===== src/hw/rtl/fpm_pkg.sv =====
// fpm_pkg: shared types and constants for the single-precision multiplier
// no dependencies
`timescale 1ns / 1ps
package fpm_pkg;
  localparam int ExpBias = 127;
  localparam int ExpMax  = 255;
  localparam logic [30:0] InfBits = 31'h7F800000;

  // stage 1 result: unpacked operands, early outcome
  typedef struct packed {
    logic        sign;
    logic [9:0]  exp;      // biased exponent, valid when not early
    logic [23:0] ma;
    logic [23:0] mb;
    logic        early;    // result already decided
    logic [31:0] early_bits;
    logic        early_ovf;
    logic        early_unf;
  } fpm_unp_t;

  // stage 2 result: raw product
  typedef struct packed {
    logic        sign;
    logic [9:0]  exp;
    logic [47:0] prod;
    logic        early;
    logic [31:0] early_bits;
    logic        early_ovf;
    logic        early_unf;
  } fpm_mul_t;

  // stage 3 result: normalized product
  typedef struct packed {
    logic        sign;
    logic [9:0]  exp;
    logic [47:0] prod;
    logic        lost;
    logic        early;
    logic [31:0] early_bits;
    logic        early_ovf;
    logic        early_unf;
  } fpm_nrm_t;
endpackage


===== src/hw/rtl/fpm_normalize.sv =====
// fpm_normalize: one right step or leading-zero left shift clamped at exponent 1
// depends on fpm_pkg
`timescale 1ns / 1ps
module fpm_normalize (
  input  fpm_pkg::fpm_mul_t mul,
  output fpm_pkg::fpm_nrm_t nrm
);
  import fpm_pkg::*;
  logic [5:0] lz;
  logic [9:0] room, sh;

  // leading zeros counted from bit 46
  always_comb begin
    lz = 6'd47;
    for (int i = 0; i <= 46; i++) begin
      if (mul.prod[i]) lz = 6'(46 - i);
    end
  end

  always_comb begin
    room = mul.exp - 10'd1;
    sh = ({4'd0, lz} < room) ? {4'd0, lz} : room;
    nrm.sign = mul.sign;
    nrm.early = mul.early;
    nrm.early_bits = mul.early_bits;
    nrm.early_ovf = mul.early_ovf;
    nrm.early_unf = mul.early_unf;
    if (mul.prod[47]) begin
      nrm.prod = mul.prod >> 1;
      nrm.lost = mul.prod[0];
      nrm.exp = mul.exp + 10'd1;
    end else begin
      nrm.prod = mul.prod << sh[5:0];
      nrm.lost = 1'b0;
      nrm.exp = mul.exp - sh;
    end
  end
endmodule


===== config.mk =====
export PLATFORM = sky130hd
export DESIGN_NAME = fpm_normalize
export DESIGN_NICKNAME = d
export VERILOG_FILES = /design/src/hw/rtl/fpm_pkg.sv /design/src/hw/rtl/fpm_normalize.sv
export SDC_FILE = /design/constraint.sdc
export NUM_CORES = 1
export LEC_CHECK = 0
export ABC_AREA = 1
export BUFFER_PORTS_ARGS = -buffer_cell sky130_fd_sc_hd__buf_4
export CAP_MARGIN = 10
export CORE_UTILIZATION = 43
export DETAILED_ROUTE_END_ITERATION = 16
export PLACE_DENSITY = 0.81
export SLEW_MARGIN = 20
export SYNTH_ARGS = -nofsm -noshare
export SYNTH_HDL_FRONTEND = slang
export SYNTH_SLANG_ARGS = --single-unit

===== constraint.sdc =====
create_clock -name vclk -period 8.2
set_input_delay 1.64 -clock vclk [all_inputs]
set_output_delay 1.64 -clock vclk [all_outputs]
set_load 0.005 [all_outputs]

==> impl_metrics.json <==
{
  "port_buffers": 117,
  "synth_fp_nets": 1213,
  "worstSetupStartpointType": "input pin",
  "syn_avg_cell_area_um2": 4.701,
  "grt_max_degree": 55,
  "ys_seq_area_frac": 0,
  "postCtsHoldBufs": 0,
  "p_leak_nw": 3.753,
  "synthCells": 1102,
  "period_share": 1.039,
  "finalSetupViolCount": 2,
  "via_count": 7943,
  "ant_nets": 0,
  "wl_um": 22470,
  "min_period_ns": 8.517,
  "path_common_cell": "nand2_1",
  "gp_congestion": 1.000,
  "violations": "design-rule violations, negative setup slack",
  "end_kind": "output pin",
  "muxShareOfSynthArea": 0,
  "synthToLayoutAreaGrowth_pct": 27.80,
  "grt_overflow": 0,
  "hp-class": "input pin to output pin",
  "io_pins": 189,
  "synth_area_um2": 5180,
  "routed_via_density": 5.936,
  "synth_top_family_by_area": "simple AND/OR/NAND/NOR gates",
  "synthXorXnorAreaFrac": 0.02536,
  "peakVddDrop_v": 0.00003663,
  "nFlopsAndLatches": 0,
  "power_density_nw_per_um2": 70.03,
  "path_max_fanout": 5,
  "final_nets": 1308,
  "diodes": 0,
  "synth_top_area_frac": 0.3022,
  "synth_top_area_cell": "nand2_1",
  "finalHoldViolations": 0,
  "relSlewSlack": 0.5171,
  "ys_types": 35,
  "place_area_um2": 6066,
  "rsz0062_at_grt": "yes",
  "fillers": 1242,
  "crit_slowest_cell": "ha_1",
  "dpl.cell_count": 1317,
  "worstPathRequired_ns": 6.56,
  "core_area_um2": 11560,
  "fin_area_um2": 6620,
  "outcome": "complete, but fails checks",
  "yosysWarnings": 0,
  "drv_cap": 0,
  "fp.dieH_um": 111.8,
  "grt_pass1_wl_um": 33360,
  "wl_per_cell_um": 16.79,
  "maxSlewViolCount": 0,
  "synth_top_cells_by_area": "nand2_1 (30%), nand3_1 (27%), buf_4 (5.7%)",
  "dpl.hpwl_um": 16580,
  "crit_type": "input pin to output pin",
  "dr.first_iter.drc_count": 1025,
  "stdcell_count": 1338,
  "final_core_util": 0.5724,
  "layout_commonest_cell": "nand2_1",
  "die_x_um": 111.8,
  "clock_buffers": 0,
  "synthSimpleGateAreaFrac": 0.6684,
  "grt_pass1_vias": 6727,
  "final_cell_mix": "nand2_1 (407), nand3_1 (269), buf_4 (177)",
  "slowest_delay_ns": 0.30,
  "synth_compound_area_frac": 0.09928,
  "start_util": 0.4479,
  "grt.total_usage": 0.3252,
  "regArea_um2": 0,
  "final_layout_size_suffix_gt1_frac": 0.2209,
  "clock.fmax_mhz": 117.4,
  "synth_fa_ha_area_frac": 0.04251,
  "rows": 39,
  "die_area_um2": 12490,
  "drc_errors": 14,
  "tightest_slew_ns": 0.7196,
  "setup_slack_ns": -0.3173,
  "antenna_found_initial": 0,
  "min_path_cells": 0,
  "drtPass1Iterations": 13,
  "crit_arrival_ns": 6.88
}
[power by group]
part | switching (mW) | leakage, nW | internal [mW]
Combinational | 0.267 | 3.75 | 0.197
Sequential | 0 | 0 | 0
Clock | 0 | 0 | 0
Total | 0.267 | 3.75 | 0.197
[synth_stat cells (3+ instances only)]
library cell,instances
ha_1,16
o21ai_1,16
inv_2,10
o22ai_1,19
inv_1,65
nand2_2,8
nor3b_1,3
clkbuf_1,13
buf_1,11
xnor2_1,3
nor4_1,4
nand2_1,417
nor2_1,75
xor2_1,12
buf_4,39
o21ai_0,13
nand3_1,284
nor3_1,4
a21oi_1,38
buf_6,3
buf_2,30
[logic make-up after synthesis]
family | Yosys count
xor gates and xnor gates | 15
buffers and inverters | 172
adders and majority gates | 17
and+or+nand+nor | 804
AOI/OAI and AO/OA | 94
[routing by layer]
layer | wire (µm) | up-vias | global-route usage
met5 | 0 | - | 0
met4 | 909 | 0 | 0.1054
met2 | 10170 | 498 | 0.5284
met3 | 2392 | 66 | 0.02395
li1 | - | 3794 | -
met1 | 8995 | 3585 | 0.4532
[what timing repair did]
action / 4_1_cts / 5_1_grt
setup buffers: 11 / 9
gates cloned: 1 / 3
endpoints found under the setup margin: 2 / 53
gates resized for setup: 28 / 53
pin swaps: 12 / 21
[worst max-delay path, delay by kind of cell]
kind | cells | cell delay, ns
and+or+nand+nor | 57 | 3.20
AOI/OAI and AO/OA | 5 | 0.80
buffers and inverters | 6 | 0.59
adders and majority gates | 1 | 0.30
xor gates and xnor gates | 2 | 0.32
[through the flow]
step | power (mW) | setup TNS (ns) | setup slack, ns | hold WS, ns
final | 0.4636 | -0.4498 | -0.3173 | 3.280
after global routing | 0.5032 | -16.11 | -0.9740 | 3.280
after CTS | 0.4262 | -0.1444 | -0.1212 | 3.280
after detailed placement | 0.4092 | -0.3723 | -0.2379 | 3.280
after global placement | 0.4052 | -0.1203 | -0.1034 | 3.280
after floorplan | 0.2552 | 0 | 0.2991 | 3.352
[area by class of cell]
type               count  area, µm²  share of cell area
multi-input cells    930       4587              0.6929
repair buffers       189       1562              0.2359
inverters             76      292.8             0.04423
well taps            143      178.9             0.02703
[path summary, 6_finish.rpt]
check / slack [ns] / to / start
worst min-delay path: 3.28 / nrm[10] / mul[10]
worst max-delay path: -0.32 / nrm[93] / mul[36]
Note: power is estimated with default switching activity, not from simulation.
