`src/hw/rtl/fpm_pkg.sv`:
```
// fpm_pkg: shared types and constants for the single-precision multiplier
// no dependencies
`timescale 1ns / 1ps
package fpm_pkg;
  localparam int ExpBias = 127;
  localparam int ExpMax  = 255;
  localparam logic [30:0] InfBits = 31'h7F800000;

  // stage 1 result: unpacked operands, early outcome
  typedef struct packed {
    logic        sign;
    logic [9:0]  exp;      // biased exponent, valid when not early
    logic [23:0] ma;
    logic [23:0] mb;
    logic        early;    // result already decided
    logic [31:0] early_bits;
    logic        early_ovf;
    logic        early_unf;
  } fpm_unp_t;

  // stage 2 result: raw product
  typedef struct packed {
    logic        sign;
    logic [9:0]  exp;
    logic [47:0] prod;
    logic        early;
    logic [31:0] early_bits;
    logic        early_ovf;
    logic        early_unf;
  } fpm_mul_t;

  // stage 3 result: normalized product
  typedef struct packed {
    logic        sign;
    logic [9:0]  exp;
    logic [47:0] prod;
    logic        lost;
    logic        early;
    logic [31:0] early_bits;
    logic        early_ovf;
    logic        early_unf;
  } fpm_nrm_t;
endpackage

```
`src/hw/rtl/fpm_round.sv`:
```
// fpm_round: pack, round to nearest even, final overflow check
// depends on fpm_pkg
`timescale 1ns / 1ps
module fpm_round (
  input  fpm_pkg::fpm_nrm_t nrm,
  output logic [31:0]       product,
  output logic              overflow_flag,
  output logic              underflow_flag
);
  import fpm_pkg::*;
  logic [31:0] base;
  logic rnd, sticky;

  always_comb begin
    base = {9'd0, nrm.prod[45:23]};
    if (nrm.prod[46]) base[31:23] = {1'b0, nrm.exp[7:0]};
    rnd = nrm.prod[22];
    sticky = (nrm.prod[21:0] != 22'd0) || nrm.lost;
    if (rnd && (sticky || base[0])) base = base + 32'd1;
    product = {nrm.sign, base[30:0]};
    overflow_flag = 1'b0;
    underflow_flag = 1'b0;
    if (nrm.early) begin
      product = nrm.early_bits;
      overflow_flag = nrm.early_ovf;
      underflow_flag = nrm.early_unf;
    end else if (nrm.exp >= 10'(ExpMax) || base[31:23] >= 9'(ExpMax)) begin
      product = {nrm.sign, InfBits};
      overflow_flag = 1'b1;
    end
  end
endmodule

```
`config.mk`:
```
export PLATFORM = sky130hd
export DESIGN_NAME = fpm_round
export DESIGN_NICKNAME = d
export VERILOG_FILES = /design/src/hw/rtl/fpm_pkg.sv /design/src/hw/rtl/fpm_round.sv
export SDC_FILE = /design/constraint.sdc
export NUM_CORES = 1
export LEC_CHECK = 0
export BUFFER_PORTS_ARGS = -buffer_cell sky130_fd_sc_hd__buf_2
export CAP_MARGIN = 20
export CELL_PAD_IN_SITES_DETAIL_PLACEMENT = 2
export CELL_PAD_IN_SITES_GLOBAL_PLACEMENT = 2
export CORE_ASPECT_RATIO = 0.5
export CORE_MARGIN = 5
export CORE_UTILIZATION = 18
export DETAILED_ROUTE_END_ITERATION = 10
export MAX_ROUTING_LAYER = met4
export PLACE_DENSITY = 0.91
export SLEW_MARGIN = 25
export SYNTH_ARGS = -nofsm -noshare
export SYNTH_HDL_FRONTEND = slang
export SYNTH_SLANG_ARGS = --single-unit
```
`constraint.sdc`:
```
create_clock -name vclk -period 3.86
set_input_delay 0.965 -clock vclk [all_inputs]
set_output_delay 0.965 -clock vclk [all_outputs]
set_load 0.02 [all_outputs]
```
==> run summary, run 1 <==
Peak VDD IR: 0.0000294 V
Top Ports: 129
Avg Cell Area, Syn: 6.90 um^2
Starting Density: 18.4%
Tcrit/Tclk final: 105%
vias in the first global route: 2763
Storage cell area: 0 um^2
library cells used by synthesis: 35
DP Area: 2480 um^2
Setup Slack @ Placement: -0.216 ns
synthesized area: 1470 um^2
global-route wire length before repair: 15700 um
die area: 10200 um^2
layout cell share with drive strength beyond 1: 60.1%
Commonest cells post-synth: nand2_1, nand4_1, xor2_1, o31ai_2, clkbuf_1
GRT Total Usage: 20.4%
CP arrival: 3.10 ns
top-count cell post-synth: nand2_1
RSZ-0062 raised after global routing: true
DP HPWL: 8220 um
worst slew pin tran: 0.547 ns
area grow syn2layout: 120%
Worst EP required: 2.89 ns
Hold Vio Cnt, Final: 0
final setup margin: -0.207 ns
Core Region: 7970 um^2
setup TNS: -3.30 ns
Hold Buf Count CTS: 0
Critical Path Start Type: primary input
fmax: 0.246 GHz
DRT antenna net count: 0
Final setup viols: 26
DRT met1 WL: 5770 um
highest layer used for signal routing: met4
Hold WC Path Type: in -> out
Synth Instances: 213
total gr overflow: 0
seq_cells: 0
Max Transition Viols Final: 0
cell taking the most area after synthesis: o31ai_2
initial antenna violation count: 1
relative slew slack: 63.2%
die height: 73.9 um
largest net degree at the start of global routing: 35
Mapped Nets: 309
crit-path cells: buf_2, buf_4, and4_2, and2_1, nand4_1, mux2_2, o211a_4, buf_12, o31ai_2, buf_4
via count: 2654
leak pwr: 1.34 nW
Max Cap Violations: 0
IO buf count: 128
WL met2: 6830 um
Synth area leaders: o31ai_2, xor2_1, nand2_1
Crit Path Max Fanout: 7
clkbuf count: 0
Iteration-0 DRC Markers: 219
Worst Path Buf+Inv: 4
drt wl/cell: 27.9 um
final wirelength: 13600 um
final-stage net count: 471
fill count: 890
Slowest cell on crit path: mux2_2
CP Class: in -> out
CP Capture Type: output pin
post-route cell area: 3230 um^2
Final GP Congestion: 0.841
Crit path max-delay family: simple AND/OR/NAND/NOR gates
total iterations of the first detailed-routing run: 4
Yosys top cell area share: 15.3%
warnings from Yosys: 0
violated checks: setup timing
total power: 0.339 mW
Crit path top cell by count: buf_4
met3 wire length: 642 um
pwr dens: 105 nW/um^2
max incr delay on CP: 0.36 ns
sequential fraction of the synthesis area: 0%
Die Wd: 138 um
drt drc: 0
Core Rows: 23
area used by multi-input combinational logic: 1750 um^2
status: finished with violations
Via density: 5.46
minimum clock period: 4.07 ns
[area by class of cell]
type	instances	share of cell area [%]
Multi-Input combinational cell	194	54.2
Timing Repair Buffer	174	40.8
Tap cell	112	4.34
Inverter	5	0.581
Antenna cell	1	0.0775
[path summary, 6_finish.rpt]
| kind | endpoint | start | slack (ns) | cells past startpoint |
|---|---|---|---|---|
| worst max-delay path | product[10] | nrm[67] | -0.21 | 10 |
| worst min-delay path | product[5] | nrm[7] | 2.25 | 4 |
[metrics by stage]
stage                     hold WS [ns]  std cells  utilization, %
final                             2.25        486            40.5
after global routing              2.28        486            40.5
after CTS                         2.25        475            33.5
after detailed placement          2.27        473            31.2
after global placement            2.25        473            31.2
after floorplan                   2.07        213               -
[layer usage]
layer  vias to the layer above  track usage (%)
li1                       1130                -
met1                      1388             22.7
met2                       108             38.7
met3                        28             1.71
met4                         0             6.90
met5                         -                -
[layout by cell type (no fill, tap or decap), types with 3 or more instances in the layout]
cell type / instances
nand4_1: 22
nor4_4: 5
buf_12: 3
nand3_1: 7
xnor2_1: 5
buf_6: 35
o21a_1: 3
buf_2: 86
inv_1: 5
o31ai_4: 22
nor2_1: 7
and2_1: 7
xor2_1: 22
a21oi_1: 10
and3_1: 6
nand2_1: 36
buf_8: 3
nor2b_1: 5
and4_1: 3
nor3_1: 4
buf_4: 44
nor4_2: 3
[where the power goes]
group,total (mW),switching (mW),internal [mW]
clock network,0.0000000346,0,0.0000000346
logic,0.339,0.189,0.151
registers,0,0,0
[kinds of logic after synthesis]
group / after synthesis / share of synthesized area, %
mux: 5 / 3.58
xor+xnor: 27 / 16.1
fa+ha+maj: 1 / 0.852
compound gates: 45 / 29.3
buf+inv: 19 / 5.96
simple gates: 116 / 44.2
[repair_timing]
action	CTS	global route
setup buffers	2	9
endpoints found under the hold margin	0	0
endpoints found under the setup margin	24	29
pin swaps	12	30
gates resized for setup	46	83
gates cloned	0	2
No activity file was read; power rests on OpenSTA's default activity.
==> run 2, diff against run 1 <==
--- a/config.mk
+++ b/config.mk
@@ -11,7 +11,7 @@
 export CELL_PAD_IN_SITES_GLOBAL_PLACEMENT = 2
 export CORE_ASPECT_RATIO = 0.5
 export CORE_MARGIN = 5
-export CORE_UTILIZATION = 18
+export CORE_UTILIZATION = 17
 export DETAILED_ROUTE_END_ITERATION = 10
 export MAX_ROUTING_LAYER = met4
 export PLACE_DENSITY = 0.91
==> constraint.sdc (replaced) <==
create_clock -name vclk -period 3.4
set_input_delay 0.85 -clock vclk [all_inputs]
set_output_delay 0.85 -clock vclk [all_outputs]
set_load 0.02 [all_outputs]
==> run 2 against run 1 <==
Effect of this change:
- the flow still finishes with violations (setup timing)
- cell count is 6.2% higher
- wire length is 14% higher
- clock-buffer cell count stayed put
- critical path depth stayed put
- via count is 5.3% higher
- global-route usage is 2.8 points higher
- critical endpoint is now product[14]
- largest cell class unchanged
==> run summary, run 2 (synthesized netlist as in run 1, its figures left out) <==
Peak VDD IR: 0.0000394 V (+34%)
violated checks: setup timing
Tcrit/Tclk final: 112%
area grow syn2layout: 146%
final wirelength: 15500 um (+14%)
Critical Path Start Type: primary input
pwr dens: 119 nW/um^2 (+13%)
total iterations of the first detailed-routing run: 5 (+1)
Fin Hold WS: 2.03 ns (-0.228 ns)
leak pwr: 1.56 nW (+16%)
Die Wd: 141 um (+2.7%)
relative slew slack: 66.4% (+3.1 points)
Starting Density: 17.2% (-1.3 points)
Final Util: 42.3% (+1.8 points)
Crit Path Max Fanout: 6 (-1)
DP Area: 2740 um^2 (+10%)
Hold WC Path Type: in -> out
Slowest cell on crit path: mux2_4
fmax: 0.262 GHz
Max Cap Violations: 0 (unchanged)
max incr delay on CP: 0.37 ns (about the same)
Worst EP required: 2.55 ns (-0.34 ns)
Max Transition Viols Final: 0 (unchanged)
die height: 75.7 um (+2.5%)
Worst Path Buf+Inv: 4 (unchanged)
Core Region: 8560 um^2 (+7.4%)
total gr overflow: 0 (unchanged)
hold path cells: 4 (unchanged)
clkbuf count: 0 (unchanged)
GRT Total Usage: 23.2% (+2.8 points)
Via density: 5.42 (-0.81%)
minimum clock period: 3.82 ns
die area: 10700 um^2 (+5.3%)
Crit path max-delay family: simple AND/OR/NAND/NOR gates
Core Rows: 24 (+4.3%)
vias in the first global route: 2939 (+6.4%)
Top Ports: 129 (unchanged)
IO buf count: 128 (unchanged)
DRT antenna net count: 0 (unchanged)
Hold Path Sink: product[5]
layout cell share with drive strength beyond 1: 64.7% (+4.6 points)
crit-path cells: buf_6, nand4_1, buf_4, nor4_4, nand4_1, mux2_4, o211a_4, buf_16, o31ai_4, buf_6
global-route wire length before repair: 18500 um (+18%)
min-delay src: nrm[7]
fill count: 944 (+6.1%)
total power: 0.431 mW (+27%)
CP Class: in -> out
commonest non-fill, non-tap cells in the layout: buf_2, buf_4, buf_6, nand2_1, o31ai_4
final setup margin: -0.423 ns (-0.216 ns)
RSZ-0062 raised after global routing: true
drt wl/cell: 30.0 um (+7.3%)
worst slew pin tran: 0.501 ns (-0.0465 ns)
largest net degree at the start of global routing: 35 (unchanged)
DP HPWL: 8070 um (-1.8%)
Final GP Congestion: 0.843 (+0.31%)
Iteration-0 DRC Markers: 191 (-13%)
status: finished with violations
via count: 2795 (+5.3%)
Hold Vio Cnt, Final: 0 (unchanged)
CP Capture Type: output pin
post-route cell area: 3620 um^2 (+12%)
diode count: 0 (-1)
drt drc: 0 (unchanged)
Final setup viols: 30 (+15%)
final-stage net count: 497 (+5.5%)
Hold Buf Count CTS: 0 (unchanged)
Storage cell area: 0 um^2 (unchanged)
CP arrival: 2.97 ns (-0.13 ns)
Setup Slack @ Placement: -0.424 ns (-0.208 ns)
seq_cells: 0 (unchanged)
most common cell after layout, fill and taps aside: buf_2
initial antenna violation count: 0 (-1)
## run 2: changes by cell type in the layout (fill, tap and decap cells not counted), sizes merged
cell / previous run / this run
buf: 171 / 198
clkbuf: 3 / 2
diode: 1 / 0
## run 2: report_power, final
group	switching (mW)	total [mW]	internal [mW]
clock	0	0	0
combinational	0.233	0.431	0.198
sequential	0	0	0
total	0.233	0.431	0.198
## run 2: worst min-delay path, cell delays in order
cell and delay [ns]:
buf_2 0.08, nand2_1 0.07, o31ai_4 0.06, buf_6 0.11
## run 2: final cells by class
| type | count | area (um^2) | area share, % |
|---|---|---|---|
| inverter | 5 | 18.8 | 0.518 |
| multi-input combinational | 194 | 1850 | 51.0 |
| tap | 117 | 146 | 4.04 |
| timing repair buffer | 200 | 1610 | 44.5 |
## run 2: how the worst max path moves through the flow
stage / startpoint / endpoint / slack, ns / depth (start not counted)
2_1_floorplan: nrm[71] / product[0] / -0.08 / 6
3_3_place_gp: nrm[59] / product[10] / -0.32 / 9
3_5_place_dp: nrm[59] / product[12] / -0.42 / 9
4_1_cts: nrm[55] / product[3] / -0.29 / 9
5_1_grt: nrm[75] / product[3] / -0.51 / 10
6_report: nrm[64] / product[14] / -0.42 / 10
## run 2: metrics by stage
stage | std cells | setup TNS [ns]
floorplan | 213 | -0.836
global placement | 495 | -7.25
detailed placement | 495 | -9.81
CTS | 502 | -6.19
global route | 516 | -12.60
finish | 516 | -9.93
## run 2: layer usage
layer | vias up | global-route usage (%) | wire, um
met4 | 0 | 4.68 | 301
met1 | 1441 | 28.1 | 6550
met3 | 31 | 1.69 | 833
met2 | 148 | 43.3 | 7770
li1 | 1175 | - | -
met5 | - | - | 0
## run 2: repair_timing
| action | 4_1_cts | 5_1_grt |
|---|---|---|
| gates resized for setup | 87 | 66 |
| pin swaps | 25 | 29 |
| setup endpoints to repair | 30 | 31 |
| cloned | 1 | 1 |
| setup buffers | 6 | 13 |
