File: src/hw/rtl/fpm_pkg.sv
// fpm_pkg: shared types and constants for the single-precision multiplier
// no dependencies
`timescale 1ns / 1ps
package fpm_pkg;
  localparam int ExpBias = 127;
  localparam int ExpMax  = 255;
  localparam logic [30:0] InfBits = 31'h7F800000;

  // stage 1 result: unpacked operands, early outcome
  typedef struct packed {
    logic        sign;
    logic [9:0]  exp;      // biased exponent, valid when not early
    logic [23:0] ma;
    logic [23:0] mb;
    logic        early;    // result already decided
    logic [31:0] early_bits;
    logic        early_ovf;
    logic        early_unf;
  } fpm_unp_t;

  // stage 2 result: raw product
  typedef struct packed {
    logic        sign;
    logic [9:0]  exp;
    logic [47:0] prod;
    logic        early;
    logic [31:0] early_bits;
    logic        early_ovf;
    logic        early_unf;
  } fpm_mul_t;

  // stage 3 result: normalized product
  typedef struct packed {
    logic        sign;
    logic [9:0]  exp;
    logic [47:0] prod;
    logic        lost;
    logic        early;
    logic [31:0] early_bits;
    logic        early_ovf;
    logic        early_unf;
  } fpm_nrm_t;
endpackage

File: src/hw/rtl/fpm_unpack.sv
// fpm_unpack: operand decode, exponent sum and early outcomes
// depends on fpm_pkg
`timescale 1ns / 1ps
module fpm_unpack (
  input  logic [31:0]      operand_a,
  input  logic [31:0]      operand_b,
  output fpm_pkg::fpm_unp_t unp
);
  import fpm_pkg::*;
  logic [7:0] ea, eb;
  logic [22:0] fa, fb;
  logic [9:0] exp;
  logic sign;

  always_comb begin
    ea = operand_a[30:23];
    eb = operand_b[30:23];
    fa = operand_a[22:0];
    fb = operand_b[22:0];
    sign = operand_a[31] ^ operand_b[31];
    // signed 10-bit: range -125..383
    exp = 10'((ea == 8'd0) ? 10'd1 : {2'b0, ea}) + 10'((eb == 8'd0) ? 10'd1 : {2'b0, eb})
          - 10'(ExpBias);
    unp.sign = sign;
    unp.exp = exp;
    unp.ma = {ea != 8'd0, fa};
    unp.mb = {eb != 8'd0, fb};
    unp.early = 1'b0;
    unp.early_bits = 32'd0;
    unp.early_ovf = 1'b0;
    unp.early_unf = 1'b0;
    if ((ea == 8'd0 && fa == 23'd0) || (eb == 8'd0 && fb == 23'd0)) begin
      unp.early = 1'b1;
    end else if (!exp[9] && exp >= 10'(ExpMax)) begin
      unp.early = 1'b1;
      unp.early_bits = {sign, InfBits};
      unp.early_ovf = 1'b1;
    end else if (exp[9] || exp == 10'd0) begin
      unp.early = 1'b1;
      unp.early_bits = {sign, 31'd0};
      unp.early_unf = 1'b1;
    end
  end
endmodule

File: config.mk
export PLATFORM = sky130hd
export DESIGN_NAME = fpm_unpack
export DESIGN_NICKNAME = d
export VERILOG_FILES = /design/src/hw/rtl/fpm_pkg.sv /design/src/hw/rtl/fpm_unpack.sv
export SDC_FILE = /design/constraint.sdc
export NUM_CORES = 1
export LEC_CHECK = 0
export ABC_CLOCK_PERIOD_IN_PS = 11800
export BUFFER_PORTS_ARGS = -buffer_cell sky130_fd_sc_hd__buf_2
export CORE_MARGIN = 8
export CORE_UTILIZATION = 33
export DETAILED_ROUTE_END_ITERATION = 8
export GPL_ROUTABILITY_DRIVEN = 0
export PLACE_DENSITY = 0.8
export SLEW_MARGIN = 20
export SYNTH_ARGS = -nofsm -noshare
export SYNTH_HDL_FRONTEND = slang
export SYNTH_SLANG_ARGS = --single-unit
File: constraint.sdc
create_clock -name vclk -period 11.8
set_input_delay 2.36 -clock vclk [all_inputs]
set_output_delay 2.36 -clock vclk [all_outputs]
set_load 0.01 [all_outputs]
==> results of run 1 <==
cell type report:
cell class	count	share of cell area [%]
multi-input combinational	109	49.1
timing repair buffer	135	43.9
inverter	12	2.93
tap	50	4.07
worst paths after layout:
| path | cells after the start | startpoint | slack, ns | endpoint |
|---|---|---|---|---|
| worst min-delay path | 2 | operand_b[7] | 4.92 | unp[42] |
| worst max-delay path | 16 | operand_a[26] | 3.53 | unp[27] |
Yosys cell counts (3+ instances only):
cell | n | area, µm²
sky130_fd_sc_hd__buf_4 | 78 | 586
sky130_fd_sc_hd__ha_1 | 15 | 188
sky130_fd_sc_hd__nor4_1 | 13 | 81.3
sky130_fd_sc_hd__clkbuf_1 | 12 | 45.0
sky130_fd_sc_hd__inv_1 | 12 | 45.0
sky130_fd_sc_hd__nor2_1 | 9 | 33.8
sky130_fd_sc_hd__nor3_1 | 6 | 30.0
sky130_fd_sc_hd__a21oi_1 | 4 | 20.0
sky130_fd_sc_hd__nand2b_1 | 4 | 25.0
sky130_fd_sc_hd__a21oi_2 | 3 | 26.3
sky130_fd_sc_hd__nand3_1 | 3 | 15.0
sky130_fd_sc_hd__nand4_1 | 3 | 18.8
sky130_fd_sc_hd__or4_1 | 3 | 22.5
kinds of logic (layout without fill, tap and decap cells):
| logic type | after synthesis | in the layout | synth area share [%] |
|---|---|---|---|
| buffers and inverters | 102 | 147 | 50.1 |
| AND/OR/NAND/NOR | 49 | 49 | 21.6 |
| AO/OA/AOI/OAI | 17 | 17 | 10.0 |
| adder cells (fa/ha/maj) | 16 | 16 | 15.4 |
| XOR/XNOR | 4 | 4 | 2.60 |
| other | 1 | 23 | 0.278 |
placed cells by master (no fill, tap or decap):
| cell type | Yosys | routed |
|---|---|---|
| sky130_fd_sc_hd__buf_2 | 0 | 135 |
| sky130_fd_sc_hd__conb_1 | 1 | 23 |
| sky130_fd_sc_hd__ha_1 | 15 | 15 |
| sky130_fd_sc_hd__nor4_1 | 13 | 13 |
| sky130_fd_sc_hd__inv_1 | 12 | 12 |
| sky130_fd_sc_hd__nor2_1 | 9 | 9 |
| sky130_fd_sc_hd__nor3_1 | 6 | 6 |
| sky130_fd_sc_hd__a21oi_1 | 4 | 4 |
| sky130_fd_sc_hd__nand2b_1 | 4 | 4 |
| sky130_fd_sc_hd__or4_1 | 3 | 3 |
| sky130_fd_sc_hd__a21oi_2 | 3 | 3 |
| sky130_fd_sc_hd__nand3_1 | 3 | 3 |
| sky130_fd_sc_hd__nand4_1 | 3 | 3 |
| sky130_fd_sc_hd__xnor2_1 | 2 | 2 |
| sky130_fd_sc_hd__xor2_1 | 2 | 2 |
| sky130_fd_sc_hd__or3_1 | 2 | 2 |
| sky130_fd_sc_hd__o2bb2ai_1 | 1 | 1 |
| sky130_fd_sc_hd__o21ai_0 | 1 | 1 |
| sky130_fd_sc_hd__nor2b_1 | 1 | 1 |
| sky130_fd_sc_hd__o31a_1 | 1 | 1 |
| sky130_fd_sc_hd__o311ai_1 | 1 | 1 |
| sky130_fd_sc_hd__a211o_2 | 1 | 1 |
| sky130_fd_sc_hd__a211oi_2 | 1 | 1 |
| sky130_fd_sc_hd__nor2_2 | 1 | 1 |
| sky130_fd_sc_hd__o21bai_1 | 1 | 1 |
| sky130_fd_sc_hd__and4_2 | 1 | 1 |
| sky130_fd_sc_hd__a41oi_1 | 1 | 1 |
| sky130_fd_sc_hd__o22ai_2 | 1 | 1 |
| sky130_fd_sc_hd__nand2_8 | 1 | 1 |
| sky130_fd_sc_hd__nand2_1 | 1 | 1 |
| sky130_fd_sc_hd__or2_1 | 1 | 1 |
| sky130_fd_sc_hd__a31oi_1 | 1 | 1 |
| sky130_fd_sc_hd__fa_1 | 1 | 1 |
power by group through the flow:
stage	sequential (mW)	combinational (mW)	clock, mW
final	0	0.0912	0
after global routing	0	0.101	0
after CTS	0	0.0923	0
after detailed placement	0	0.0919	0
after global placement	0	0.0906	0
after floorplan	0	0.0755	0
routing by layer:
metal / track usage [%] / vias up / wire length, µm
met1: 13.3 / 611 / 1690
met2: 25.0 / 78 / 2320
met3: 2.36 / 0 / 450
met5: 0 / - / 0
li1: - / 680 / -
met4: 0.364 / 0 / 0
metrics by stage:
stage	util (%)	cells	worst slack (ns)	hold WS [ns]	instance area, µm²
floorplan	-	211	3.55	4.81	1430
global placement	38.8	306	3.59	4.92	1540
detailed placement	38.8	306	3.50	4.92	1540
CTS	38.8	306	3.50	4.92	1540
global route	38.8	306	3.08	4.93	1540
finish	38.8	306	3.53	4.92	1540
==> out/metrics.csv, run 1 <==
stage,metric,value,unit
sta,max-slew violations,0,
sta,share of the cycle needed by the critical path after routing,70.1,%
synthesis,synthesized area,1350,µm²
grt,GR Util All Layers,12.4,%
status,status,"complete, no violations",
power,switching share of power,57.3,%
grt,largest net degree at the start of global routing,10,
worst_setup_path,cell at the slowest stage of the critical path,sky130_fd_sc_hd__nor3_1,
worst_setup_path,cells along the critical path,"buf_2, or4_1, nor2_1, nor2_1, ha_1, inv_1, ha_1, inv_1, fa_1, nand2b_1, o2bb2ai_1, nand2b_1, a211oi_2, a41oi_1, nor3_1, buf_2",
power,clock power share,0,%
power,maximum resistive drop on vdd,32.8,µV
sta,RSZ-0062 raised after global routing,no,
grt,total overflow reported by the global router,0,
sta,endpoints failing hold,0,
clocking,CTS Hold Buffers Added,0,
worst_setup_path,sort of element at the end of the critical path,primary output,
floorplanning,total number of placement rows,23,
worst_setup_path,Worst Path Max Fanout,9,
floorplanning,Floorplan Core Area,3970,µm²
sta,Final TNS setup,0,ns
clocking,post-cts gate resize count,0,
sta,Final Critical Period,8.27,ns
worst_hold_path,worst hold path class,primary input to primary output,
place,# port buffers,135,
worst_setup_path,Critical Path RT,9.44,ns
drt,final routed wirelength across all metal layers,4450,µm
power,switching power,0.0522,mW
worst_setup_path,top cell family by delay on the critical path,simple AND/OR/NAND/NOR gates,
drt,Vias,1369,
sta,Max-slew headroom,58.4,%
synthesis,count of distinct cell types in the synthesized netlist,34,
layout,area taken by flip-flops and latches,0,µm²
floorplanning,vertical die dimension,79.9,µm
run,number of max-cap violations,0,
worst_setup_path,Crit Path Category,primary input to primary output,
power,total power per unit cell area,59.3,nW/µm²
layout,Fillers,420,
place,post-DP HPWL,4250,µm
sta,Slew @ Worst Pin,0.619,ns
layout,multi-input logic area,756,µm²
worst_setup_path,crit path DAT,5.91,ns
synthesis,post-synthesis instance total,189,
power,leakage component of the power,0.890,nW
grt,global-route wire length before repair,6700,µm
grt,number of global-route vias before repair,1377,
sta,Fmax,121,MHz
drt,drt initial violations,34,
floorplanning,effective utilization at floorplan,34.0,%
sta,# setup viols final,0,
drt,ANT nets after route,0,
floorplanning,chip width,79.9,µm
floorplanning,# IOs,158,
clocking,number of setup buffers added after CTS,0,
drt,WL per Instance,14.6,µm
power,Tot Pwr,0.0912,mW
synthesis,Syn. warnings,0,
worst_setup_path,startpoint kind of the worst setup timing path,primary input,
layout,Synth-to-Final Area Change,14.1,%
power,internal portion of total power,0.0390,mW
drt,Initial DRT Pass Iterations,4,
drt,post-detailed-route DRC marker count,0,
worst_setup_path,combined buffer and inverter count along the critical path,4,
worst_setup_path,largest stage delay on the critical path,0.56,ns
power,share of power burned in registers,0,%
layout,sequential cell count of the final layout,0,
synthesis,Post-Synthesis Mean Instance Area,7.14,µm²
layout,proportion of layout cells with a drive suffix above 1,56.3,%
grt,initial antenna violation count,0,
power,Combinational Power Share,100.0,%
drt,vias per inst,4.47,
layout,Final #Nets,338,
synthesis,post-synthesis sequential area ratio,0,%
floorplanning,die area,6390,µm²
layout,count of clock buffers in the final design,0,
layout,total inserted antenna cells,0,
Power figures use the tool's default switching activity.
==> run 2, diff against run 1 <==
Settings changed: ABC_AREA set to 1, ABC_CLOCK_PERIOD_IN_PS 11800 to 8650, PLACE_DENSITY 0.8 to 0.75.
Clock period 11.8 ns to 8.65 ns, I/O delays scaled along.
==> out/metrics.csv, run 2 <==
stage,metric,value,unit,change
status,status,"complete, no violations",,
worst_setup_path,depth of the critical timing path with buffers and inverters included,19,,+3
sta,# setup viols final,0,,unchanged
floorplanning,Floorplan Core Area,4690,µm²,+18%
layout,multi-input logic area,942,µm²,+25%
power,maximum resistive drop on vdd,25.4,µV,-23%
layout,"most common cell after layout, fill and taps aside",sky130_fd_sc_hd__buf_2,,
worst_setup_path,cell at the slowest stage of the critical path,sky130_fd_sc_hd__fa_1,,
run,number of max-cap violations,0,,unchanged
layout,Synth-to-Final Area Change,12.2,%,
floorplanning,effective utilization at floorplan,34.2,%,+0.20 points
sta,share of the cycle needed by the critical path after routing,72.3,%,
synthesis,Post-Synthesis Mean Instance Area,6.03,µm²,-16%
sta,Final Critical Period,6.26,ns,
synthesis,dominant cell type by area after synthesis,sky130_fd_sc_hd__buf_4,,
floorplanning,die area,7340,µm²,+15%
worst_setup_path,combined buffer and inverter count along the critical path,6,,+2
layout,proportion of layout cells with a drive suffix above 1,45.3,%,-11 points
synthesis,synthesized area,1600,µm²,+19%
layout,"commonest non-fill, non-tap cells in the layout","135 x sky130_fd_sc_hd__buf_2, 38 x sky130_fd_sc_hd__nor2_1, 37 x sky130_fd_sc_hd__nand2_1, 28 x sky130_fd_sc_hd__inv_1, 23 x sky130_fd_sc_hd__conb_1",,
sta,RSZ-0062 raised after global routing,no,,
floorplanning,# IOs,158,,unchanged
power,total power per unit cell area,76.2,nW/µm²,+29%
worst_hold_path,instance count along the most critical hold path,2,,unchanged
grt,global-route wire length before repair,8110,µm,+21%
worst_setup_path,top cell family by delay on the critical path,simple AND/OR/NAND/NOR gates,,
layout,count of clock buffers in the final design,0,,unchanged
power,Tot Pwr,0.137,mW,+50%
layout,area taken by flip-flops and latches,0,µm²,unchanged
worst_setup_path,largest stage delay on the critical path,0.37,ns,-0.19 ns
layout,sequential cell count of the final layout,0,,unchanged
drt,Initial DRT Pass Iterations,4,,unchanged
synthesis,post-synthesis sequential area ratio,0,%,unchanged
sta,endpoints failing hold,0,,unchanged
synthesis,leading post-synthesis cells by instance count,"78 x sky130_fd_sc_hd__buf_4, 38 x sky130_fd_sc_hd__nor2_1, 37 x sky130_fd_sc_hd__nand2_1",,
drt,drt initial violations,37,,+8.8%
place,# port buffers,135,,unchanged
floorplanning,total number of placement rows,25,,+8.7%
floorplanning,vertical die dimension,85.7,µm,+7.2%
worst_setup_path,CP most frequent cell,sky130_fd_sc_hd__inv_1,,
synthesis,post-synthesis instance total,266,,+41%
layout,total inserted antenna cells,0,,unchanged
place,post-DP HPWL,4870,µm,+15%
grt,initial antenna violation count,0,,unchanged
sta,Fmax,160,MHz,
power,leakage component of the power,1.14,nW,+28%
synthesis,share of Yosys cell area claimed by the top area cell type,36.5,%,-6.9 points
grt,GR Util All Layers,13.0,%,+0.67 points
grt,number of global-route vias before repair,1695,,+23%
clocking,post-cts gate resize count,0,,unchanged
worst_setup_path,Crit Path Category,primary input to primary output,,
worst_setup_path,cells along the critical path,"buf_2, or2_1, nor3_4, nor2_1, ha_1, inv_1, ha_1, inv_1, fa_1, inv_1, nand2_1, a21oi_1, nand3_1, nor2_1, nand3_2, nand2_1, inv_1, nor3_2, buf_2",,
layout,Final #Nets,415,,+23%
synthesis,count of distinct cell types in the synthesized netlist,27,,-21%
sta,Final TNS setup,0,ns,unchanged
layout,end-of-flow core utilization,38.3,%,-0.43 points
sta,max-slew violations,0,,unchanged
worst_setup_path,Worst Path Max Fanout,9,,unchanged
drt,Vias,1686,,+23%
synthesis,most common cell in the netlist,sky130_fd_sc_hd__buf_4,,
synthesis,Syn. warnings,0,,unchanged
sta,post-route setup slack,2.39,ns,-1.14 ns
drt,post-detailed-route DRC marker count,0,,unchanged
worst_setup_path,sort of element at the end of the critical path,primary output,,
clocking,number of setup buffers added after CTS,0,,unchanged
drt,vias per inst,4.36,,-2.6%
synthesis,dominant cells by area after synthesis,"sky130_fd_sc_hd__buf_4 37%, sky130_fd_sc_hd__ha_1 12%, sky130_fd_sc_hd__nor2_1 8.9%",,
place,worst-case setup slack after placement,2.39,ns,-1.11 ns
grt,largest net degree at the start of global routing,10,,unchanged
drt,ANT nets after route,0,,unchanged
worst_setup_path,startpoint kind of the worst setup timing path,primary input,,
layout,Fillers,519,,+24%
drt,final routed wirelength across all metal layers,5150,µm,+16%
worst_setup_path,crit path DAT,4.53,ns,-1.38 ns
floorplanning,chip width,85.7,µm,+7.2%
grt,total overflow reported by the global router,0,,unchanged
clocking,CTS Hold Buffers Added,0,,unchanged
worst_hold_path,worst hold path class,primary input to primary output,,
drt,WL per Instance,13.3,µm,-8.6%
worst_setup_path,Critical Path RT,6.92,ns,-2.52 ns
==> run 2: layer usage <==
metal	vias up	GRT usage, %	part of all wire (%)
met5	-	0	0
met1	735	10.5	31
met3	6	4.49	12
li1	863	-	-
met4	0	0.955	0.68
met2	82	29.3	56
==> run 2: layout make-up <==
class / count / area share [%]
well taps: 54 / 3.76
inverters: 30 / 6.26
multi-input cells: 168 / 52.4
repair buffers: 135 / 37.6
==> run 2: path summary, 6_finish.rpt <==
path / start / endpoint / slack, ns
worst max-delay path: operand_a[26] / unp[26] / 2.39
worst min-delay path: operand_b[6] / unp[41] / 3.66
==> run 2: through the flow <==
step / hold WS [ns] / instances / cell area [µm²]
final: 3.66 / 387 / 1800
after global routing: 3.67 / 387 / 1800
after CTS: 3.66 / 387 / 1800
after detailed placement: 3.66 / 387 / 1800
after global placement: 3.66 / 387 / 1800
after floorplan: 3.55 / 288 / 1690
==> run 2: cell families (layout without fill, tap and decap cells) <==
group | after synthesis | count (layout) | share of synthesized area (%)
XOR/XNOR | 1 | 1 | 0.547
other | 1 | 23 | 0.234
AO/OA/AOI/OAI | 8 | 8 | 3.83
buffers and inverters | 120 | 165 | 46.4
AND/OR/NAND/NOR | 120 | 120 | 36.1
adder cells (fa/ha/maj) | 16 | 16 | 13.0
==> run 2: power by group <==
group	leakage (nW)	total [mW]	internal, mW	switching [mW]
logic	1.14	0.137	0.0539	0.0832
registers	0	0	0	0
clock network	0	0	0	0
total	1.14	0.137	0.0539	0.0832
